**src/design/nsbt_pkg.sv**
```systemverilog
// nsbt_pkg: shared constants and types for the neighbour sync backoff table
// used by every module of the block, no dependencies
package nsbt_pkg;
	localparam int unsigned NEIGHBOURS_DEF = 32;
	localparam int unsigned ADDR_W = 48;
	localparam int unsigned TIME_W = 32;
	localparam int unsigned TICK_W = 20;
	localparam int unsigned CFG_IDX_W = 2;

	localparam logic [1:0] FUNC_LISTED = 2'd0;
	localparam logic [1:0] FUNC_ROUND_END = 2'd1;
	localparam logic [1:0] FUNC_EMPTY = 2'd2;
	localparam logic [1:0] FUNC_BEACON = 2'd3;

	localparam logic [CFG_IDX_W-1:0] REG_COOLOFF = 2'd0;
	localparam logic [CFG_IDX_W-1:0] REG_PEER_WAIT = 2'd1;
	localparam logic [CFG_IDX_W-1:0] REG_SEND_WIFI = 2'd2;

	localparam logic [2:0] DEC_NONE = 3'd0;
	localparam logic [2:0] DEC_COOLOFF = 3'd1;
	localparam logic [2:0] DEC_OWN_BACKOFF = 3'd2;
	localparam logic [2:0] DEC_PEER = 3'd3;
	localparam logic [2:0] DEC_SYNC_BACKOFF = 3'd4;
	localparam logic [2:0] DEC_SYNC_PEER = 3'd5;
	localparam logic [2:0] DEC_BACKOFF_START = 3'd6;

	// one neighbour entry as it circulates through the chain
	typedef struct packed {
		logic valid;
		logic [ADDR_W-1:0] addr;
		logic [TIME_W-1:0] cooloff_end;
		logic backoff_on;
		logic [TIME_W-1:0] backoff_end;
		logic peer_syncing;
		logic [TIME_W-1:0] peer_sync_end;
		logic seen;
	} entry_t;

	// per-pass command from the controller to every cell of the ring
	typedef struct packed {
		logic rotate;
		logic clear_all;
	} chain_ctl_t;

	function automatic logic [TIME_W-1:0] sat_add(input logic [TIME_W-1:0] a,
			input logic [TICK_W-1:0] b);
		logic [TIME_W:0] s;
		s = {1'b0, a} + {{(TIME_W-TICK_W+1){1'b0}}, b};
		return s[TIME_W] ? {TIME_W{1'b1}} : s[TIME_W-1:0];
	endfunction
endpackage

```
**src/design/nsbt_cell.sv**
```systemverilog
// nsbt_cell: one storage cell of the neighbour ring
// depends on nsbt_pkg
module nsbt_cell import nsbt_pkg::*; (
	input logic clk,
	input logic arst_n,
	input logic shift,
	input logic clear_all,
	input entry_t din,
	output entry_t dout
);
	logic valid_q;
	entry_t e_q;
	always_ff @(posedge clk or negedge arst_n) begin
		if (!arst_n) begin
			valid_q <= 1'b0;
		end else if (clear_all) begin
			valid_q <= 1'b0;
		end else if (shift) begin
			valid_q <= din.valid;
		end
	end
	always_ff @(posedge clk) begin
		if (shift) begin
			e_q <= din;
		end
	end
	always_comb begin
		dout = e_q;
		dout.valid = valid_q;
	end
endmodule

```
**src/design/nsbt_ring.sv**
```systemverilog
// nsbt_ring: ring of cells holding one radio's table, rotated one slot a cycle
// while ctl.rotate is set; depends on nsbt_pkg and nsbt_cell
module nsbt_ring import nsbt_pkg::*; #(
	parameter int unsigned NEIGHBOURS = NEIGHBOURS_DEF
) (
	input logic clk,
	input logic arst_n,
	input chain_ctl_t ctl,
	input entry_t head_in,
	output entry_t tail_out
);
	entry_t link [NEIGHBOURS+1];
	assign link[0] = head_in;
	for (genvar i = 0; i < NEIGHBOURS; i++) begin : g_cell
		nsbt_cell u_cell (
			.clk(clk), .arst_n(arst_n), .shift(ctl.rotate), .clear_all(ctl.clear_all),
			.din(link[i]), .dout(link[i+1])
		);
	end
	assign tail_out = link[NEIGHBOURS];
endmodule

```
**config.mk**
```make
export PLATFORM = sky130hd
export DESIGN_NAME = nsbt_ring
export DESIGN_NICKNAME = d
export VERILOG_FILES = /design/src/design/nsbt_pkg.sv /design/src/design/nsbt_cell.sv /design/src/design/nsbt_ring.sv
export SDC_FILE = /design/constraint.sdc
export NUM_CORES = 2
export LEC_CHECK = 0
export BUFFER_PORTS_ARGS = -buffer_cell sky130_fd_sc_hd__buf_2
export CORE_ASPECT_RATIO = 0.7
export CORE_UTILIZATION = 24
export CTS_CLUSTER_SIZE = 20
export DETAILED_ROUTE_END_ITERATION = 8
export GPL_TIMING_DRIVEN = 0
export PLACE_DENSITY = 0.45
export SYNTH_ARGS = -nofsm -noshare
export SYNTH_HDL_FRONTEND = slang
export SYNTH_SLANG_ARGS = --single-unit
```
**constraint.sdc**
```tcl
create_clock -name clk -period 0.8 [get_ports clk]
set_input_delay 0 -clock clk [delete_from_list [all_inputs] [get_ports clk]]
set_output_delay 0 -clock clk [all_outputs]
set_load 0.02 [all_outputs]
```
==> flow_summary.toml <==
[global_route]
first_global_vias = 46420
grt_max_degree = 179
grt_usage = 0.0630
grt_overflow = 0
grtUsageMet3 = 0.0147
grt_antenna_before_repair = 3
grt_pass1_wl_mm = 296
use_met1 = 0.0945
use_met2 = 0.0860
busiest_layer = "met1"

[setup_path]
cp_cell_sequence = "buf_6"
cp.required_ns = 0.80
startpoint = "g_cell[31].u_cell.dout[113]"
crit_fanout = 1
criticalPathCategory = "reg2out"
ff2ff_path_depth = 2
crit_buf_inv = 1
cpPeakStageDelay_ns = 0.51
end_kind = "primary output"
rrSetupSlack_ns = -0.05
r2r_end = "g_cell[29].u_cell.valid_q"
cp-start-kind = "flop"
slowest_stage = "edfxtp_1"
critPathTopFamily = "flip-flops"
critPathArrivalTime_ns = 1.67
r2r_start = "g_cell[28].u_cell.valid_q"

[layout]
area_delta_synth_final_pct = 24.3
drive_gt1_frac = 0.180
fin_area_mm2 = 0.177
seqCellArea_mm2 = 0.142
final_util = 0.300
multiInputGateArea_um2 = 495
nets = 6234
fillers = 55950

[clock_network]
cts_max_level = 5
cts_sinks = 4736
cts_root_buf = "clkbuf_16"
cts_made_buffers = 452
cts_buffer_depth = 4
clk_latency_ns = 0.99
path_clk_slew_ns = 0.06
cts_tree = "built"

[placement]
gp_congestion = 0.726
place_area_mm2 = 0.155
post-dp-hpwl_mm = 96.4
port-buffer-count = 299

[power]
power.leakage_nw = 59.1
pwr-share-clk = 0.405
power_density_mw_per_mm2 = 2880
p_int_mw = 409
ir_drop_uv = 1940
power.share.switching = 0.199
power_frac_comb = 0.022
sequentialPowerShare = 0.573
switchingPower_mw = 102

[floorplanning]
ios = 300
dieArea_mm2 = 0.597
num_rows = 236
fp.coreArea_mm2 = 0.591
die_x_um = 923
die_y_um = 647
start_util = 0.241

[min_path]
holdPathStages = 1
worstHoldEndpoint = "g_cell[25].u_cell.dout[17]"
hold_class = "in2reg"
worstHoldStart = "ctl[1]"

[timing]
finalCritPeriodShare = 2.08
rsz0062_at_grt = "yes"
worst_slew_pin_slew_ns = 0.952
fin_crit_ns = 1.67
max_freq_ghz = 0.600
setup_tns_ns = -823.85
max_slew_margin = 0.366
holdWs_ns = -0.467
hold_violations = 308
final.setup_skew_ns = 0.0886
setup_viol = 2744
slew_violations = 0
setup_slack_ns = -0.866

[drt]
avgRoutedWirePerCell_um = 14.3
routed-via-count = 46208
drt-total-wl_mm = 205
ant_nets = 0
drt_iter0_markers = 3252
dr.pass1.iters = 5
drcViolationCount = 0
routed_via_density = 3.23

[logic_synthesis]
synth_cell_type_count = 8
syn_inst = 4808
synth_nets = 4960
synth_top_area_frac = 0.991
synth.ff_latch_count = 4736
yosys.area.top_type = "edfxtp_1"
synthTopCellsByArea = "edfxtp_1 (99%), dfrtp_1 (0.56%), mux2i_1 (0.22%)"
ys_seq_area_frac = 0.996
ys_warn_count = 0
synth_area_per_cell_um2 = 29.7
synth_area_mm2 = 0.143

[run_status]
failed_checks = "negative hold slack, negative setup slack"
status = "finished with violations"

[run]
cap_violations = 0
## power by group through the flow
stage               logic [mW]  registers [mW]  clock network (mW)
floorplan                0.125             297                   0
global placement          1.33             281                   0
detailed placement        6.89             298                   0
CTS                       10.3             293                 216
global route              12.0             294                 225
finish                    11.1             293                 207
## state kept, by name, summed over array words and instances, names as in the netlist
name                   count
g_cell.u_cell.dout      4704
g_cell.u_cell.valid_q     32
## layer usage
metal,part of all wire,vias up
met2,0.41,709
li1,-,22400
met5,0,-
met4,0.036,0
met1,0.51,22600
met3,0.044,499
## cell usage in the layout (no fill, tap or decap)
cell type / instances
mux2i_4: 3
clkbuf_1: 85
inv_16: 4
mux2i_1: 25
dlygate4sd3_1: 308
buf_8: 4
nor2_1: 31
inv_8: 3
clkinv_4: 13
bufinv_16: 35
clkbuf_16: 489
clkinv_16: 11
buf_12: 20
clkinvlp_4: 18
nor2_2: 1
bufbuf_16: 42
inv_6: 14
clkinv_2: 75
diode_2: 1
clkinv_8: 6
clkbuf_2: 3
buf_4: 35
buf_6: 148
edfxtp_1: 4704
mux2i_2: 4
buf_16: 69
dfrtp_1: 32
clkinv_1: 113
buf_2: 164
## synthesized netlist by cell type, drive strengths merged
master	count
clkbuf	3
buf	5
nor2	32
edfxtp	4704
dfrtp	32
mux2i	32
## what timing repair did
item                                     CTS  global route
endpoints found under the setup margin  4262          3576
buffers inserted                          40            22
hold endpoints to repair                1064           805
pin swaps                                  0             1
resized for setup                        134           227
gates cloned                              78            41
hold buffers                             306             5
## worst max path at each step
stage / end / slack [ns] / depth (start not counted)
after floorplan: g_cell[10].u_cell.valid_q / 0.16 / 2
after global placement: g_cell[0].u_cell.dout[112] / -76.94 / 1
after detailed placement: g_cell[0].u_cell.dout[112] / -4.57 / 7
after CTS: tail_out[113] / -1.09 / 1
after global routing: tail_out[113] / -1.02 / 1
final: tail_out[113] / -0.87 / 1
## kinds of logic after synthesis
| logic type | count (synthesis) | share of synthesized area |
|---|---|---|
| multiplexers | 32 | 0.00225 |
| flip-flops | 4736 | 0.996 |
| AND/OR/NAND/NOR | 32 | 0.000842 |
| buffers and inverters | 8 | 0.000632 |
## area by class of cell
type	instances	area share
Sequential cell	4736	0.801
Clock buffer	539	0.0659
Timing Repair Buffer	820	0.0583
Tap cell	7854	0.0554
Clock inverter	292	0.0156
Multi-Input combinational cell	64	0.00279
Buffer	8	0.000600
Antenna cell	1	0.0000141
## through the flow
stage	hold WS (ns)	total power, mW	cells	worst slack [ns]
final	-0.467	511	14314	-0.866
after detailed placement	0.0640	305	12991	-4.57
after global routing	-0.582	531	14314	-1.02
after floorplan	-0.296	297	4808	0.157
after CTS	-0.626	520	14246	-1.09
after global placement	0.0178	282	12961	-76.94
(Power assumes the default switching activity.)
